$ cat src/disk_scan_scheduler_top_defines.svh
// ----------------------------------------------------------------------------
// Disk scan scheduler assertion macros
// Shared concurrent assertion forms, clocked on clk and disabled in reset.
// ----------------------------------------------------------------------------
`ifndef DISK_SCAN_SCHEDULER_TOP_DEFINES_SVH
`define DISK_SCAN_SCHEDULER_TOP_DEFINES_SVH

// same-cycle implication
`define DSS_ASSERT_IMP(lbl, ante, cons) \
	lbl: assert property (@(posedge clk) disable iff (!arst_n) (ante) |-> (cons)) \
		else $error("dss assertion failed");

// next-cycle implication
`define DSS_ASSERT_NXT(lbl, ante, cons) \
	lbl: assert property (@(posedge clk) disable iff (!arst_n) (ante) |=> (cons)) \
		else $error("dss assertion failed");

`endif

$ cat src/dss_pkg.sv
// ----------------------------------------------------------------------------
// Disk scan scheduler package
// Shared constants, register codes and types.
// ----------------------------------------------------------------------------
`timescale 1ns / 1ps
`default_nettype none

package dss_pkg;

	localparam int MAX_REQ     = 32;
	localparam int ADDR_W      = $clog2(MAX_REQ);
	localparam int CNT_W       = $clog2(MAX_REQ + 1);
	localparam int STEP_W      = $clog2(MAX_REQ + 2);
	localparam int TRACK_W     = 16;
	localparam int TOTAL_W     = 23;
	localparam int QUEUE_DEPTH = 4;
	localparam int QPTR_W      = $clog2(QUEUE_DEPTH);
	localparam int QCNT_W      = $clog2(QUEUE_DEPTH + 1);

	localparam int PADDR_W = 4;
	localparam int PDATA_W = 32;

	// register indexes (paddr[3:2])
	localparam logic [1:0] REG_HEAD_INIT  = 2'd0;
	localparam logic [1:0] REG_MOVE_RIGHT = 2'd1;
	localparam logic [1:0] REG_LAST_TRACK = 2'd2;

	localparam logic [TRACK_W-1:0] HEAD_INIT_RST  = 16'd0;
	localparam logic               MOVE_RIGHT_RST = 1'b1;
	localparam logic [TRACK_W-1:0] LAST_TRACK_RST = 16'd199;

	typedef struct packed {
		logic [TRACK_W-1:0] track;
		logic               last;
	} req_t;

	typedef struct packed {
		logic [TRACK_W-1:0] head_init;
		logic               move_right;
		logic [TRACK_W-1:0] last_track;
	} cfg_t;

endpackage

`default_nettype wire

$ cat src/dss_front.sv
// ----------------------------------------------------------------------------
// Disk scan scheduler front end
// Accepts request items, clamps the track to the disk size and registers them.
// ----------------------------------------------------------------------------
`timescale 1ns / 1ps
`default_nettype none

module dss_front (
	input  wire                          clk,
	input  wire                          arst_n,
	input  wire                          s_tvalid,
	output logic                         s_tready,
	input  wire  [dss_pkg::TRACK_W-1:0]  s_track,
	input  wire                          s_last,
	input  wire  [dss_pkg::TRACK_W-1:0]  last_track,
	output logic                         q_valid,
	input  wire                          q_ready,
	output dss_pkg::req_t                q_req
);

	logic          valid_s1;
	dss_pkg::req_t req_s1;
	dss_pkg::req_t req_in;

	// clamp tracks beyond the disk end
	always_comb begin
		req_in.track = (s_track > last_track) ? last_track : s_track;
		req_in.last  = s_last;
	end

	assign s_tready = !valid_s1 || q_ready;
	assign q_valid  = valid_s1;
	assign q_req    = req_s1;

	always_ff @(posedge clk or negedge arst_n) begin
		if (!arst_n) begin
			valid_s1 <= 1'b0;
		end else if (s_tready) begin
			valid_s1 <= s_tvalid;
		end
	end

	always_ff @(posedge clk) begin
		if (s_tready && s_tvalid) begin
			req_s1 <= req_in;
		end
	end

endmodule

`default_nettype wire

$ cat src/dss_queue.sv
// ----------------------------------------------------------------------------
// Disk scan scheduler request queue
// Short FIFO between front end and scheduling engine.
// ----------------------------------------------------------------------------
`timescale 1ns / 1ps
`default_nettype none

module dss_queue (
	input  wire            clk,
	input  wire            arst_n,
	input  wire            in_valid,
	output logic           in_ready,
	input  dss_pkg::req_t  in_req,
	output logic           out_valid,
	input  wire            out_pop,
	output dss_pkg::req_t  out_req
);

	dss_pkg::req_t                 slot_q [dss_pkg::QUEUE_DEPTH];
	logic [dss_pkg::QPTR_W-1:0]    wr_ptr_q;
	logic [dss_pkg::QPTR_W-1:0]    rd_ptr_q;
	logic [dss_pkg::QCNT_W-1:0]    fill_q;
	logic                          push;
	logic                          pop;

	assign in_ready  = (fill_q != dss_pkg::QCNT_W'(dss_pkg::QUEUE_DEPTH));
	assign out_valid = (fill_q != '0);
	assign out_req   = slot_q[rd_ptr_q];
	assign push      = in_valid && in_ready;
	assign pop       = out_pop && out_valid;

	always_ff @(posedge clk or negedge arst_n) begin
		if (!arst_n) begin
			wr_ptr_q <= '0;
			rd_ptr_q <= '0;
			fill_q   <= '0;
		end else begin
			if (push) begin
				wr_ptr_q <= wr_ptr_q + dss_pkg::QPTR_W'(1);
			end
			if (pop) begin
				rd_ptr_q <= rd_ptr_q + dss_pkg::QPTR_W'(1);
			end
			if (push && !pop) begin
				fill_q <= fill_q + dss_pkg::QCNT_W'(1);
			end else if (pop && !push) begin
				fill_q <= fill_q - dss_pkg::QCNT_W'(1);
			end
		end
	end

	always_ff @(posedge clk) begin
		if (push) begin
			slot_q[wr_ptr_q] <= in_req;
		end
	end

endmodule

`default_nettype wire

$ cat src/dss_back.sv
// ----------------------------------------------------------------------------
// Disk scan scheduler engine
// Sorted insertion into the request store, split search and SCAN emission.
// ----------------------------------------------------------------------------
`timescale 1ns / 1ps
`default_nettype none
`include "disk_scan_scheduler_top_defines.svh"

module dss_back (
	input  wire                           clk,
	input  wire                           arst_n,
	input  dss_pkg::cfg_t                 cfg,
	input  wire                           q_valid,
	output logic                          q_pop,
	input  dss_pkg::req_t                 q_req,
	output logic                          m_tvalid,
	input  wire                           m_tready,
	output logic [dss_pkg::TRACK_W-1:0]   served_track,
	output logic [dss_pkg::TRACK_W-1:0]   seek_distance,
	output logic [dss_pkg::TOTAL_W-1:0]   total_seek,
	output logic                          edge_visit,
	output logic                          overflow,
	output logic                          final_step
);

	localparam int ADDR_W  = dss_pkg::ADDR_W;
	localparam int CNT_W   = dss_pkg::CNT_W;
	localparam int STEP_W  = dss_pkg::STEP_W;
	localparam int TRACK_W = dss_pkg::TRACK_W;
	localparam int TOTAL_W = dss_pkg::TOTAL_W;

	localparam logic [3:0] S_IDLE    = 4'd0;
	localparam logic [3:0] S_INS     = 4'd1;
	localparam logic [3:0] S_PUT     = 4'd2;
	localparam logic [3:0] S_SPL_RD  = 4'd3;
	localparam logic [3:0] S_SPL_CMP = 4'd4;
	localparam logic [3:0] S_PLAN    = 4'd5;
	localparam logic [3:0] S_EM_RD   = 4'd6;
	localparam logic [3:0] S_EM_WR   = 4'd7;

	logic [3:0]          state_q;
	logic [CNT_W-1:0]    count_q;
	logic                dropped_q;
	logic [TRACK_W-1:0]  trk_q;
	logic                fin_q;
	logic [CNT_W-1:0]    p_q;
	logic [CNT_W-1:0]    idx_q;
	logic [CNT_W-1:0]    split_q;
	logic [CNT_W-1:0]    first_left_q;
	logic [CNT_W-1:0]    second_q;
	logic                turned_q;
	logic                asc_q;
	logic                dir_q;
	logic                edge_q;
	logic [STEP_W-1:0]   steps_left_q;
	logic [TRACK_W-1:0]  pos_q;
	logic [TOTAL_W-1:0]  total_q;
	logic                ovf_q;

	logic [TRACK_W-1:0]  mem [dss_pkg::MAX_REQ];
	logic [TRACK_W-1:0]  rdata_q;
	logic                mem_we;
	logic [ADDR_W-1:0]   mem_wa;
	logic [TRACK_W-1:0]  mem_wd;
	logic                mem_re;
	logic [ADDR_W-1:0]   mem_ra;

	logic [CNT_W-1:0]    cnt_m1;
	logic [CNT_W-1:0]    p_m2;
	logic                store_ok;
	logic                take_edge;
	logic                out_load;
	logic [TRACK_W-1:0]  cur_track;
	logic [TRACK_W-1:0]  seek_gap;
	logic [3:0]          after_ins;

	assign cnt_m1    = count_q - CNT_W'(1);
	assign p_m2      = p_q - CNT_W'(2);
	assign store_ok  = count_q < CNT_W'(dss_pkg::MAX_REQ);
	assign take_edge = (first_left_q == '0) && (second_q != '0) && !turned_q;
	assign after_ins = fin_q ? S_SPL_RD : S_IDLE;

	// next visited track and its distance from the head
	always_comb begin
		if (edge_q) begin
			cur_track = dir_q ? cfg.last_track : '0;
		end else begin
			cur_track = rdata_q;
		end
		seek_gap = (cur_track >= pos_q) ? (cur_track - pos_q) : (pos_q - cur_track);
	end

	// memory port and handshake control
	always_comb begin
		mem_we   = 1'b0;
		mem_wa   = p_q[ADDR_W-1:0];
		mem_wd   = trk_q;
		mem_re   = 1'b0;
		mem_ra   = idx_q[ADDR_W-1:0];
		q_pop    = 1'b0;
		out_load = 1'b0;
		case (state_q)
			S_IDLE: begin
				if (q_valid) begin
					q_pop = 1'b1;
					if (store_ok) begin
						if (count_q == '0) begin
							mem_we = 1'b1;
							mem_wa = '0;
							mem_wd = q_req.track;
						end else begin
							mem_re = 1'b1;
							mem_ra = cnt_m1[ADDR_W-1:0];
						end
					end
				end
			end
			S_INS: begin
				mem_we = 1'b1;
				if (rdata_q > trk_q) begin
					mem_wd = rdata_q;
					if (p_q > CNT_W'(1)) begin
						mem_re = 1'b1;
						mem_ra = p_m2[ADDR_W-1:0];
					end
				end
			end
			S_PUT: begin
				mem_we = 1'b1;
			end
			S_SPL_RD: begin
				mem_re = (idx_q != count_q);
			end
			S_EM_RD: begin
				mem_re = !take_edge;
			end
			S_EM_WR: begin
				out_load = !m_tvalid || m_tready;
			end
			default: begin
			end
		endcase
	end

	always_ff @(posedge clk) begin
		if (mem_we) begin
			mem[mem_wa] <= mem_wd;
		end
		if (mem_re) begin
			rdata_q <= mem[mem_ra];
		end
	end

	always_ff @(posedge clk or negedge arst_n) begin
		if (!arst_n) begin
			state_q      <= S_IDLE;
			count_q      <= '0;
			dropped_q    <= 1'b0;
			fin_q        <= 1'b0;
			p_q          <= '0;
			idx_q        <= '0;
			split_q      <= '0;
			first_left_q <= '0;
			second_q     <= '0;
			turned_q     <= 1'b0;
			asc_q        <= 1'b0;
			dir_q        <= 1'b0;
			edge_q       <= 1'b0;
			steps_left_q <= '0;
			ovf_q        <= 1'b0;
		end else begin
			case (state_q)
				S_IDLE: begin
					if (q_valid) begin
						trk_q <= q_req.track;
						fin_q <= q_req.last;
						idx_q <= '0;
						if (!store_ok) begin
							dropped_q <= 1'b1;
							state_q   <= q_req.last ? S_SPL_RD : S_IDLE;
						end else if (count_q == '0) begin
							count_q <= count_q + CNT_W'(1);
							state_q <= q_req.last ? S_SPL_RD : S_IDLE;
						end else begin
							p_q     <= count_q;
							state_q <= S_INS;
						end
					end
				end
				S_INS: begin
					// shift larger entries up one slot until the place is found
					if (rdata_q > trk_q) begin
						p_q <= p_q - CNT_W'(1);
						if (p_q <= CNT_W'(1)) begin
							state_q <= S_PUT;
						end
					end else begin
						count_q <= count_q + CNT_W'(1);
						state_q <= after_ins;
					end
				end
				S_PUT: begin
					count_q <= count_q + CNT_W'(1);
					state_q <= after_ins;
				end
				S_SPL_RD: begin
					if (idx_q == count_q) begin
						split_q <= count_q;
						state_q <= S_PLAN;
					end else begin
						state_q <= S_SPL_CMP;
					end
				end
				S_SPL_CMP: begin
					if (rdata_q >= cfg.head_init) begin
						split_q <= idx_q;
						state_q <= S_PLAN;
					end else begin
						idx_q   <= idx_q + CNT_W'(1);
						state_q <= S_SPL_RD;
					end
				end
				S_PLAN: begin
					dir_q    <= cfg.move_right;
					turned_q <= 1'b0;
					ovf_q    <= dropped_q;
					pos_q    <= cfg.head_init;
					total_q  <= '0;
					if (cfg.move_right) begin
						first_left_q <= count_q - split_q;
						second_q     <= split_q;
						idx_q        <= split_q;
						asc_q        <= 1'b1;
						steps_left_q <= STEP_W'(count_q) + STEP_W'(split_q != '0);
					end else begin
						first_left_q <= split_q;
						second_q     <= count_q - split_q;
						idx_q        <= split_q - CNT_W'(1);
						asc_q        <= 1'b0;
						steps_left_q <= STEP_W'(count_q) + STEP_W'(split_q != count_q);
					end
					count_q   <= '0;
					dropped_q <= 1'b0;
					state_q   <= S_EM_RD;
				end
				S_EM_RD: begin
					if (take_edge) begin
						// turn at the disk edge, then sweep the other way
						edge_q   <= 1'b1;
						turned_q <= 1'b1;
						asc_q    <= !dir_q;
						idx_q    <= dir_q ? (split_q - CNT_W'(1)) : split_q;
					end else begin
						edge_q <= 1'b0;
						idx_q  <= asc_q ? (idx_q + CNT_W'(1)) : (idx_q - CNT_W'(1));
						if (first_left_q != '0) begin
							first_left_q <= first_left_q - CNT_W'(1);
						end
					end
					state_q <= S_EM_WR;
				end
				S_EM_WR: begin
					if (out_load) begin
						steps_left_q <= steps_left_q - STEP_W'(1);
						pos_q        <= cur_track;
						total_q      <= total_q + TOTAL_W'(seek_gap);
						state_q      <= (steps_left_q == STEP_W'(1)) ? S_IDLE : S_EM_RD;
					end
				end
				default: begin
					state_q <= S_IDLE;
				end
			endcase
		end
	end

	// output register
	always_ff @(posedge clk or negedge arst_n) begin
		if (!arst_n) begin
			m_tvalid <= 1'b0;
		end else if (out_load) begin
			m_tvalid <= 1'b1;
		end else if (m_tready) begin
			m_tvalid <= 1'b0;
		end
	end

	always_ff @(posedge clk) begin
		if (out_load) begin
			served_track  <= cur_track;
			seek_distance <= seek_gap;
			total_seek    <= total_q + TOTAL_W'(seek_gap);
			edge_visit    <= edge_q;
			overflow      <= ovf_q;
			final_step    <= (steps_left_q == STEP_W'(1));
		end
	end

	`DSS_ASSERT_IMP(a_count_bound, 1'b1, count_q <= CNT_W'(dss_pkg::MAX_REQ))
	`DSS_ASSERT_IMP(a_steps_live, state_q == S_EM_RD || state_q == S_EM_WR, steps_left_q != '0)
	`DSS_ASSERT_NXT(a_final_idle, out_load && steps_left_q == STEP_W'(1), state_q == S_IDLE && final_step)
	`DSS_ASSERT_NXT(a_batch_clear, state_q == S_PLAN, count_q == '0 && !dropped_q)

endmodule

`default_nettype wire

$ cat src/disk_scan_scheduler_top.sv
// Disk scan scheduler (SCAN / elevator order).
// Input stream s_*: one track request per item, tdata[15:0] the track (clamped to
// last_track), tlast marks the final request of a batch. Up to 32 requests are kept
// sorted; further requests of a batch are dropped and flagged on every result.
// Output stream m_*: one item per visited track, tlast on the final step.
// Registers over APB: initial head track (0x0), move_right (0x4), last_track (0x8).
// Flow: an item passes the front register and the queue; sorted insertion of a
// request then writes an empty store directly, else shifts every stored entry
// above it up one slot, one at a time, paced by the read and write ports of the
// single store memory. The final item then searches the split point entry by
// entry from the lowest and emits n or n+1 steps.
// Reset clears the batch, the queue and the output; registers take their
// defaults (head 0, moving right, last track 199); the store needs no clearing.
// A stalled receiver holds the output register; the engine waits, the queue
// fills and then s_tready drops.
// ----------------------------------------------------------------------------
// Disk scan scheduler top level
// APB register file, front end, request queue and scheduling engine.
// ----------------------------------------------------------------------------
`timescale 1ns / 1ps
`default_nettype none

module disk_scan_scheduler_top (
	input  wire                          clk,
	input  wire                          arst_n,
	// config port
	input  wire                          psel,
	input  wire                          penable,
	input  wire                          pwrite,
	input  wire  [dss_pkg::PADDR_W-1:0]  paddr,
	input  wire  [dss_pkg::PDATA_W-1:0]  pwdata,
	output logic [dss_pkg::PDATA_W-1:0]  prdata,
	output logic                         pready,
	// request stream
	input  wire                          s_tvalid,
	output logic                         s_tready,
	input  wire  [15:0]                  s_tdata,   // [15:0] request_track
	input  wire                          s_tlast,   // batch_end
	// schedule stream
	output logic                         m_tvalid,
	input  wire                          m_tready,
	output logic [55:0]                  m_tdata,   // [15:0] served_track,
	                                                // [31:16] seek_distance,
	                                                // [54:32] total_seek, [55] zero
	output logic [1:0]                   m_tuser,   // [0] edge_visit, [1] overflow
	output logic                         m_tlast    // final_step
);

	dss_pkg::cfg_t cfg_q;
	logic          cfg_wr;
	logic [1:0]    reg_idx;

	logic          fq_valid;
	logic          fq_ready;
	dss_pkg::req_t fq_req;
	logic          qb_valid;
	logic          qb_pop;
	dss_pkg::req_t qb_req;

	logic [dss_pkg::TRACK_W-1:0] served_track;
	logic [dss_pkg::TRACK_W-1:0] seek_distance;
	logic [dss_pkg::TOTAL_W-1:0] total_seek;
	logic                        edge_visit;
	logic                        overflow;
	logic                        final_step;

	// register file: write on the access phase, always ready
	assign pready  = 1'b1;
	assign reg_idx = paddr[3:2];
	assign cfg_wr  = psel && penable && pwrite && pready;

	always_ff @(posedge clk or negedge arst_n) begin
		if (!arst_n) begin
			cfg_q.head_init  <= dss_pkg::HEAD_INIT_RST;
			cfg_q.move_right <= dss_pkg::MOVE_RIGHT_RST;
			cfg_q.last_track <= dss_pkg::LAST_TRACK_RST;
		end else if (cfg_wr) begin
			case (reg_idx)
				dss_pkg::REG_HEAD_INIT:  cfg_q.head_init  <= pwdata[15:0];
				dss_pkg::REG_MOVE_RIGHT: cfg_q.move_right <= pwdata[0];
				dss_pkg::REG_LAST_TRACK: cfg_q.last_track <= pwdata[15:0];
				default: begin
				end
			endcase
		end
	end

	// read back; unmapped addresses read zero
	always_comb begin
		case (reg_idx)
			dss_pkg::REG_HEAD_INIT:  prdata = {16'd0, cfg_q.head_init};
			dss_pkg::REG_MOVE_RIGHT: prdata = {31'd0, cfg_q.move_right};
			dss_pkg::REG_LAST_TRACK: prdata = {16'd0, cfg_q.last_track};
			default:                 prdata = '0;
		endcase
	end

	// clamp and register each request
	dss_front u_front (
		.clk        (clk),
		.arst_n     (arst_n),
		.s_tvalid   (s_tvalid),
		.s_tready   (s_tready),
		.s_track    (s_tdata),
		.s_last     (s_tlast),
		.last_track (cfg_q.last_track),
		.q_valid    (fq_valid),
		.q_ready    (fq_ready),
		.q_req      (fq_req)
	);

	// decouple intake from the engine
	dss_queue u_queue (
		.clk       (clk),
		.arst_n    (arst_n),
		.in_valid  (fq_valid),
		.in_ready  (fq_ready),
		.in_req    (fq_req),
		.out_valid (qb_valid),
		.out_pop   (qb_pop),
		.out_req   (qb_req)
	);

	// insert, search the split and emit the schedule
	dss_back u_back (
		.clk           (clk),
		.arst_n        (arst_n),
		.cfg           (cfg_q),
		.q_valid       (qb_valid),
		.q_pop         (qb_pop),
		.q_req         (qb_req),
		.m_tvalid      (m_tvalid),
		.m_tready      (m_tready),
		.served_track  (served_track),
		.seek_distance (seek_distance),
		.total_seek    (total_seek),
		.edge_visit    (edge_visit),
		.overflow      (overflow),
		.final_step    (final_step)
	);

	// pack the result item
	assign m_tdata = {1'b0, total_seek, seek_distance, served_track};
	assign m_tuser = {overflow, edge_visit};
	assign m_tlast = final_step;

endmodule

`default_nettype wire
$ cat config.mk
export PLATFORM = sky130hd
export DESIGN_NAME = disk_scan_scheduler_top
export DESIGN_NICKNAME = d
export VERILOG_FILES = /design/src/dss_pkg.sv /design/src/dss_front.sv /design/src/dss_queue.sv /design/src/dss_back.sv /design/src/disk_scan_scheduler_top.sv
export VERILOG_INCLUDE_DIRS = /design/src /design/src/src
export SDC_FILE = /design/constraint.sdc
export NUM_CORES = 1
export LEC_CHECK = 0
export ABC_AREA = 0
export BUFFER_PORTS_ARGS = -buffer_cell sky130_fd_sc_hd__buf_4
export CORE_MARGIN = 10
export CORE_UTILIZATION = 55
export CTS_CLUSTER_DIAMETER = 30
export DETAILED_ROUTE_END_ITERATION = 8
export GPL_ROUTABILITY_DRIVEN = 0
export PLACE_DENSITY = 0.83
export RECOVER_POWER = 25
export SYNTH_ARGS = -nofsm -noshare
export SYNTH_HDL_FRONTEND = slang
export SYNTH_SLANG_ARGS = --single-unit
$ cat constraint.sdc
create_clock -name clk -period 17.8 [get_ports clk]
set_input_delay 1.78 -clock clk [delete_from_list [all_inputs] [get_ports clk]]
set_output_delay 1.78 -clock clk [all_outputs]
set_load 0.02 [all_outputs]
==> results of run 1 <==
[placed cells by master (no fill, tap or decap), drive strengths merged, types with 46 or more instances in the layout]
| cell type | instances |
|---|---|
| a21o | 46 |
| a21oi | 226 |
| a32oi | 98 |
| buf | 150 |
| clkbuf | 178 |
| dfrtp | 88 |
| edfxtp | 726 |
| ha | 121 |
| inv | 151 |
| nand2 | 516 |
| nor2 | 136 |
| o21ai | 125 |
| o22ai | 56 |
[through the flow]
stage / std cells / hold WS [ps]
floorplan: 3033 / 425
global placement: 3884 / 437
detailed placement: 3884 / 445
CTS: 4127 / 456
global route: 4127 / 466
finish: 4128 / 453
[cells in the mapped netlist (12+ instances only)]
cell type | instances | area share, %
nor2b_1 | 30 | 0.50
nand2b_1 | 16 | 0.27
nand4_1 | 21 | 0.35
and3_1 | 21 | 0.35
a222oi_1 | 18 | 0.48
a21o_1 | 46 | 0.92
mux4_2 | 17 | 1.0
xnor2_1 | 35 | 0.82
nor3_1 | 27 | 0.36
mux2i_1 | 30 | 0.80
a31oi_1 | 12 | 0.20
buf_1 | 16 | 0.16
o211ai_1 | 13 | 0.26
o22ai_1 | 56 | 0.94
edfxtp_1 | 726 | 58
xor2_1 | 35 | 0.82
buf_2 | 28 | 0.37
ha_1 | 121 | 4.0
nand3_1 | 31 | 0.41
mux2_2 | 23 | 0.69
buf_4 | 26 | 0.52
a22o_1 | 16 | 0.37
nand2_1 | 516 | 5.2
or3_1 | 13 | 0.22
o21ai_0 | 119 | 1.6
a32oi_1 | 98 | 2.3
dfrtp_1 | 88 | 5.9
a32o_1 | 30 | 0.80
clkbuf_1 | 116 | 1.2
nor4_1 | 23 | 0.38
a21oi_1 | 226 | 3.0
nor2_1 | 136 | 1.4
and2_1 | 32 | 0.54
inv_1 | 134 | 1.3
[worst max-delay path: stages, from the launching register on]
cell and delay (ps):
dfrtp_1 310, clkbuf_1 770, and2_0 670, a2bb2oi_1 240, ha_1 290, fa_1 430, nor2b_1 110, o21ai_0 120
a21boi_0 180, o21ai_0 120, a21oi_1 450, o21a_1 590, mux2i_1 280, xor2_1 250, ha_1 310, a21o_1 210
a21oi_1 250, o21bai_1 140, a31o_2 280, a41oi_1 400, o211ai_1 260, nand2_1 150, nor3b_1 70, xor2_1 160
and2_1 150
[registers in the layout, indices dropped and copies added (netlist names), 16 cells and up]
name,flops
u_back.total_seek,23
u_back.pos_q,16
u_back.served_track,16
u_back.trk_q,16
u_back.total_q,23
cfg_q,33
u_back.seek_distance,16
u_front.q_req,17
u_queue.slot_q,68
u_back.mem,512
u_back.rdata_q,16
[area by class of cell]
class,count,area share [%]
Antenna cell,1,0.00575
Clock buffer,163,8.15
Clock inverter,80,2.21
Inverter,135,1.17
Multi-Input combinational cell,1891,27.6
Sequential cell,820,55.6
Tap cell,873,2.51
Timing Repair Buffer,165,2.75
[final timing paths]
| path | to | slack [ps] | depth (start not counted) |
|---|---|---|---|
| max reg2reg | u_back.total_q[22]$_SDFFCE_PN0P_ | 10360 | 24 |
| min | u_back.overflow$_DFFE_PP_ | 450 | 0 |
| min reg2reg | u_back.overflow$_DFFE_PP_ | 450 | 0 |
| max in group asynchronous | u_back.asc_q$_DFFE_PN0P_ | 12260 | 2 |
| min in group asynchronous | cfg_q[8]$_DFFE_PN0P_ | 1910 | 1 |
| max | u_back.total_q[22]$_SDFFCE_PN0P_ | 10360 | 24 |
[kinds of logic (layout without fill, tap and decap cells)]
group / Yosys count / after routing / synth area share (%)
XOR/XNOR: 70 / 70 / 1.64
adder cells (fa/ha/maj): 126 / 126 / 4.32
flip-flops: 820 / 820 / 64.6
AO/OA/AOI/OAI: 712 / 712 / 12.7
buffers and inverters: 322 / 543 / 3.59
other: 2 / 19 / 0.0201
multiplexers: 70 / 70 / 2.52
AND/OR/NAND/NOR: 895 / 895 / 10.6
[layer usage]
layer	GRT usage, %	part of all wire, %	up-vias
li1	-	-	11497
met1	30.2	37	12627
met2	39.0	47	1749
met3	5.24	11	273
met4	12.7	4.7	0
met5	0	0	-
==> impl_metrics.py, run 1 <==
metrics = {
    "yosys": {
        "syn-instance-count": 3017,
        "ys_warn_count": 0,
        "ys.flop_type": "edfxtp_1",
        "yosysSeqAreaShare_pct": 64.6,
        "avgSynthCellArea_um2": 12.4,
        "synth_cell_types": 78,
        "synth-edff-count": 726,
        "syn-cell-area_um2": 37400,
        "synth-seq-cells": 820,
        "synth-async-reset-ratio_pct": 11.5,
    },
    "timing": {
        "finalSetupTns_ps": 0,
        "fmax_mhz": 134,
        "rsz0062_at_grt": "no",
        "tightestPinTransition_ps": 2720,
        "finClkSkew_ps": 25.9,
        "period_minus_slack_ps": 7440,
        "slew_violations": 99,
        "maxSlewHeadroom_pct": -81.1,
        "fin_crit_sh_pct": 41.8,
        "hold_viol": 0,
        "finalSetupViolCount": 0,
        "fin_ws_ps": 10360,
    },
    "status": {
        "violations": "capacitance limit, slew limit",
        "run_status": "finished, violations left",
    },
    "hold_path": {
        "hp-class": "reg -> reg",
        "worstHoldStart": "u_back.ovf_q$_DFFE_PN0P_",
    },
    "clocking": {
        "clk_pin_slew_worst_paths_ps": 50,
        "tritoncts": "done",
        "holdBufCountCts": 0,
        "cts_setup_buffers": 0,
        "cts_root_buf": "clkbuf_16",
        "clkSinkCount": 820,
        "numCtsBuffers": 133,
        "clockBufferDepth": 3,
        "htree_levels": 4,
        "cts_resized": 0,
        "insertion_delay_ps": 720,
    },
    "final_layout": {
        "area_delta_synth_final_pct": 16.3,
        "register_area_um2": 24200,
        "layout-drive-gt1-share_pct": 13.8,
        "design_area_um2": 43500,
        "num-nets-final": 3332,
        "multi_input_area_um2": 12000,
        "fillers": 4500,
        "utilization_pct": 64.6,
    },
    "detailed_routing": {
        "avgRoutedWirePerCell_um": 23.4,
        "viasPerCell": 6.33,
        "first_pass_iters": 7,
        "ant_nets": 0,
        "wl_mm": 96.6,
        "vias": 26146,
        "drc": 0,
        "drtIter0Drc": 3747,
    },
    "critical_path": {
        "crit_start": "u_back.edge_q$_DFFE_PN0P_",
        "crit_fanout": 23,
        "cp-end-kind": "flop",
        "worst-setup-path-type": "reg -> reg",
        "crit-reg2reg-launch": "u_back.edge_q$_DFFE_PN0P_",
        "cp_data_required_time_ps": 18260,
        "critical_path_arrival_ps": 7900,
        "cp-start-kind": "flop",
    },
    "placement": {
        "port_buffers": 117,
        "dpl-instance-area_um2": 39000,
        "dp_hpwl_mm": 58.0,
        "dp_slack_ps": 11160,
    },
    "global_routing": {
        "first_global_vias": 25613,
        "grt_overflow": 0,
        "grt_antenna_before_repair": 0,
        "grt_first_pass_wirelength_mm": 148,
        "grt.total_usage_pct": 24.1,
        "grt_start_max_net_pins": 100,
    },
    "job": {
        "max_cap_viol_count": 2,
    },
    "floorplan": {
        "die_y_um": 281,
        "start_util_pct": 55.6,
        "dieWidth_um": 281,
        "num_rows": 95,
        "ios": 154,
        "core_um2": 67300,
        "die-area_um2": 78800,
    },
}
Power of run 1 is not shown: default switching activity piles up to over one toggle a cycle in this logic, so the estimate is an artifact.
==> run 2: changes to the inputs <==
--- a/config.mk
+++ b/config.mk
@@ -6,7 +6,7 @@
 export SDC_FILE = /design/constraint.sdc
 export NUM_CORES = 1
 export LEC_CHECK = 0
-export ABC_AREA = 0
+export ABC_AREA = 1
 export BUFFER_PORTS_ARGS = -buffer_cell sky130_fd_sc_hd__buf_4
 export CORE_MARGIN = 10
 export CORE_UTILIZATION = 55
==> constraint.sdc (replaced) <==
create_clock -name clk -period 7 [get_ports clk]
set_input_delay 0.7 -clock clk [delete_from_list [all_inputs] [get_ports clk]]
set_output_delay 0.7 -clock clk [all_outputs]
set_load 0.02 [all_outputs]
==> run 2 against run 1 <==
Compared with the run above:
- the flow still finishes with violations (capacitance limit, slew limit)
- die area is 2.4% higher
- wire length is 9.9% higher
- clock-buffer cell count is 6 lower
- cell area is 2.8% higher
- clock skew is 6.7 ps higher
- maximum frequency is 20% higher
- area after synthesis is 2.6% higher
- register-to-register slack worse by 9600 ps
- global-route usage is 1.6 points higher
- largest cell class unchanged
==> impl_metrics.py, run 2 <==
metrics = {
    "status": {
        "run_status": "finished, violations left",
        "violations": "capacitance limit, slew limit",
    },
    "yosys": {
        "synth_cell_types": 62,
        "syn-cell-area_um2": 38400,
        "synth_top_area_share_pct": 56.8,
        "synth-edff-count": 726,
        "avgSynthCellArea_um2": 10.7,
        "synth-async-reset-ratio_pct": 11.5,
        "yosysTopAreaCell": "edfxtp_1",
        "synth-seq-cells": 820,
        "synthTopCellsByCount": "edfxtp_1 (726), nand2_1 (712), nand3_1 (664)",
        "synth.most_common_cell": "edfxtp_1",
        "syn-instance-count": 3588,
        "ys_warn_count": 0,
        "ys.flop_type": "edfxtp_1",
        "yosysSeqAreaShare_pct": 63.0,
        "ys_top_cells_by_area": "edfxtp_1 (57%), nand3_1 (8.7%), nand2_1 (7.0%)",
    },
    "timing": {
        "finClkSkew_ps": 32.5,
        "fmax_mhz": 161,
        "hold_viol": 0,
        "fin_crit_sh_pct": 88.5,
        "finalSetupTns_ps": 0,
        "rsz0062_at_grt": "no",
        "finalSetupViolCount": 0,
        "tightestPinTransition_ps": 3920,
        "slew_violations": 202,
        "period_minus_slack_ps": 6200,
        "maxSlewHeadroom_pct": -161,
    },
    "floorplan": {
        "start_util_pct": 55.7,
        "dieWidth_um": 284,
        "core_um2": 68800,
        "die_y_um": 284,
        "num_rows": 96,
        "die-area_um2": 80700,
        "ios": 154,
    },
    "clocking": {
        "cts_setup_buffers": 0,
        "clockBufferDepth": 3,
        "tritoncts": "done",
        "cts_resized": 0,
        "insertion_delay_ps": 740,
        "clk_pin_slew_worst_paths_ps": 60,
        "htree_levels": 4,
        "numCtsBuffers": 140,
        "cts_root_buf": "clkbuf_16",
        "clkSinkCount": 820,
    },
    "placement": {
        "dp_hpwl_mm": 62.9,
        "port_buffers": 117,
    },
    "detailed_routing": {
        "ant_nets": 0,
        "viasPerCell": 6.16,
        "first_pass_iters": 6,
        "drtIter0Drc": 4198,
        "wl_mm": 106,
        "drc": 0,
        "avgRoutedWirePerCell_um": 22.1,
        "vias": 29563,
    },
    "final_layout": {
        "final_common_cell": "edfxtp_1",
        "fillers": 4721,
        "antenna_cells": 0,
        "num-nets-final": 3938,
        "largest_reg_flops": 512,
        "top_register": "u_back.mem",
        "top_regs": "u_back.mem: 512 flops, u_queue.slot_q: 68 flops, cfg_q: 33 flops",
        "final_cell_mix": "edfxtp_1 (726), nand2_1 (712), nand3_1 (664)",
        "utilization_pct": 65.0,
        "layout-drive-gt1-share_pct": 10.3,
        "area_delta_synth_final_pct": 16.6,
    },
    "global_routing": {
        "first_global_vias": 29021,
        "grt_overflow": 0,
        "grt.total_usage_pct": 25.7,
        "grt_start_max_net_pins": 129,
        "grt_first_pass_wirelength_mm": 163,
        "grt_antenna_before_repair": 1,
    },
    "critical_path": {
        "cp-end-kind": "flop",
        "critical_path_arrival_ps": 6600,
        "reg2reg_slack_ps": 800,
        "crit-reg2reg-launch": "u_back.dir_q$_DFFE_PN0P_",
        "path_buf_inv": 2,
        "slowest_delay_ps": 570,
        "cp-start-kind": "flop",
        "cp_data_required_time_ps": 7400,
        "cp_top_family": "compound AO/OA/AOI/OAI gates",
        "crit_path_frequent_cell": "nand2_1",
        "r2r_end": "u_back.total_q[22]$_SDFFCE_PN0P_",
        "crit_fanout": 16,
        "rr_worst_depth": 25,
        "worst-setup-path-type": "reg -> reg",
        "critPathSlowestCell": "dfrtp_1",
    },
    "hold_path": {
        "holdPathEnd": "u_front.q_req[0]$_DFFE_PP_",
        "worstHoldStart": "s_tlast",
        "hp-class": "in -> reg",
        "hold_depth": 1,
    },
    "job": {
        "max_cap_viol_count": 4,
    },
}
-- run 2: cells by family after synthesis --
logic type                 synth area share, %
adders and majority gates                 4.21
buffers and inverters                     5.45
and+or+nand+nor                           18.6
xor gates and xnor gates                  1.46
other                                   0.0196
muxes                                    0.134
AOI/OAI and AO/OA                         7.11
DFF                                       63.0
-- run 2: worst register-to-register path, stage by stage (launching register included) --
cell	delay (ps)
dfrtp_1	570
nand2_1	460
o22ai_1	440
inv_1	130
ha_1	270
fa_1	430
nor2_1	120
nor2_1	60
o21ai_0	210
nand2_1	100
nand3_2	80
clkinv_1	240
nand2_1	170
nand2_1	110
a221oi_1	350
xnor2_1	210
ha_1	400
nand2_1	60
o21ai_0	290
a21boi_1	160
o21ai_0	340
a21boi_1	200
nor2_1	240
nand2_1	80
nand2_1	80
a21oi_1	70
-- run 2: metal layers --
layer  track usage (%)  vias up  part of all wire [%]
met5                 0        -                 0.012
met4              14.9        2                   5.4
met3              6.60      404                    12
met2              41.4     2178                    47
met1              31.2    13960                    35
li1                  -    13019                     -
-- run 2: cell type report --
cell class | instances | area, µm² | area share (%)
clock buffer | 157 | 3650 | 8.17
multi-input combinational | 2307 | 12300 | 27.5
tap | 931 | 1160 | 2.61
sequential | 820 | 24200 | 54.0
inverter | 287 | 1080 | 2.41
clock inverter | 98 | 1100 | 2.46
timing repair buffer | 196 | 1270 | 2.83
-- run 2: through the flow --
step | cells | instance area, µm² | hold slack (ps) | worst slack (ps)
3_5_place_dp | 4540 | 40200 | 437 | 1060
6_report | 4796 | 44700 | 172 | 804
4_1_cts | 4796 | 45000 | 121 | 1000
2_1_floorplan | 3604 | 38400 | 404 | 955
5_1_grt | 4796 | 44700 | 150 | 324
3_3_place_gp | 4540 | 40200 | 435 | 1180
-- run 2: repair_timing --
| item | CTS | global route |
|---|---|---|
| setup endpoints to repair | 0 | 0 |
| endpoints found under the hold margin | 26 | 0 |
| hold buffers | 1 | 0 |
-- run 2: worst max-delay path by stage --
stage                             startpoint                                to  slack (ps)  depth (start not counted)
6_report            u_back.dir_q$_DFFE_PN0P_  u_back.total_q[22]$_SDFFCE_PN0P_         800                         25
5_1_grt             u_back.dir_q$_DFFE_PN0P_  u_back.total_q[19]$_SDFFCE_PN0P_         320                         27
4_1_cts             u_back.dir_q$_DFFE_PN0P_  u_back.total_q[18]$_SDFFCE_PN0P_        1000                         26
3_5_place_dp        u_back.dir_q$_DFFE_PN0P_  u_back.total_q[18]$_SDFFCE_PN0P_        1060                         26
3_3_place_gp        u_back.dir_q$_DFFE_PN0P_  u_back.total_q[18]$_SDFFCE_PN0P_        1180                         26
2_1_floorplan  u_back.state_q[2]$_DFFE_PN0P_         u_back.pos_q[0]$_DFFE_PP_         960                          6
Power of run 2 is left out for the same reason.
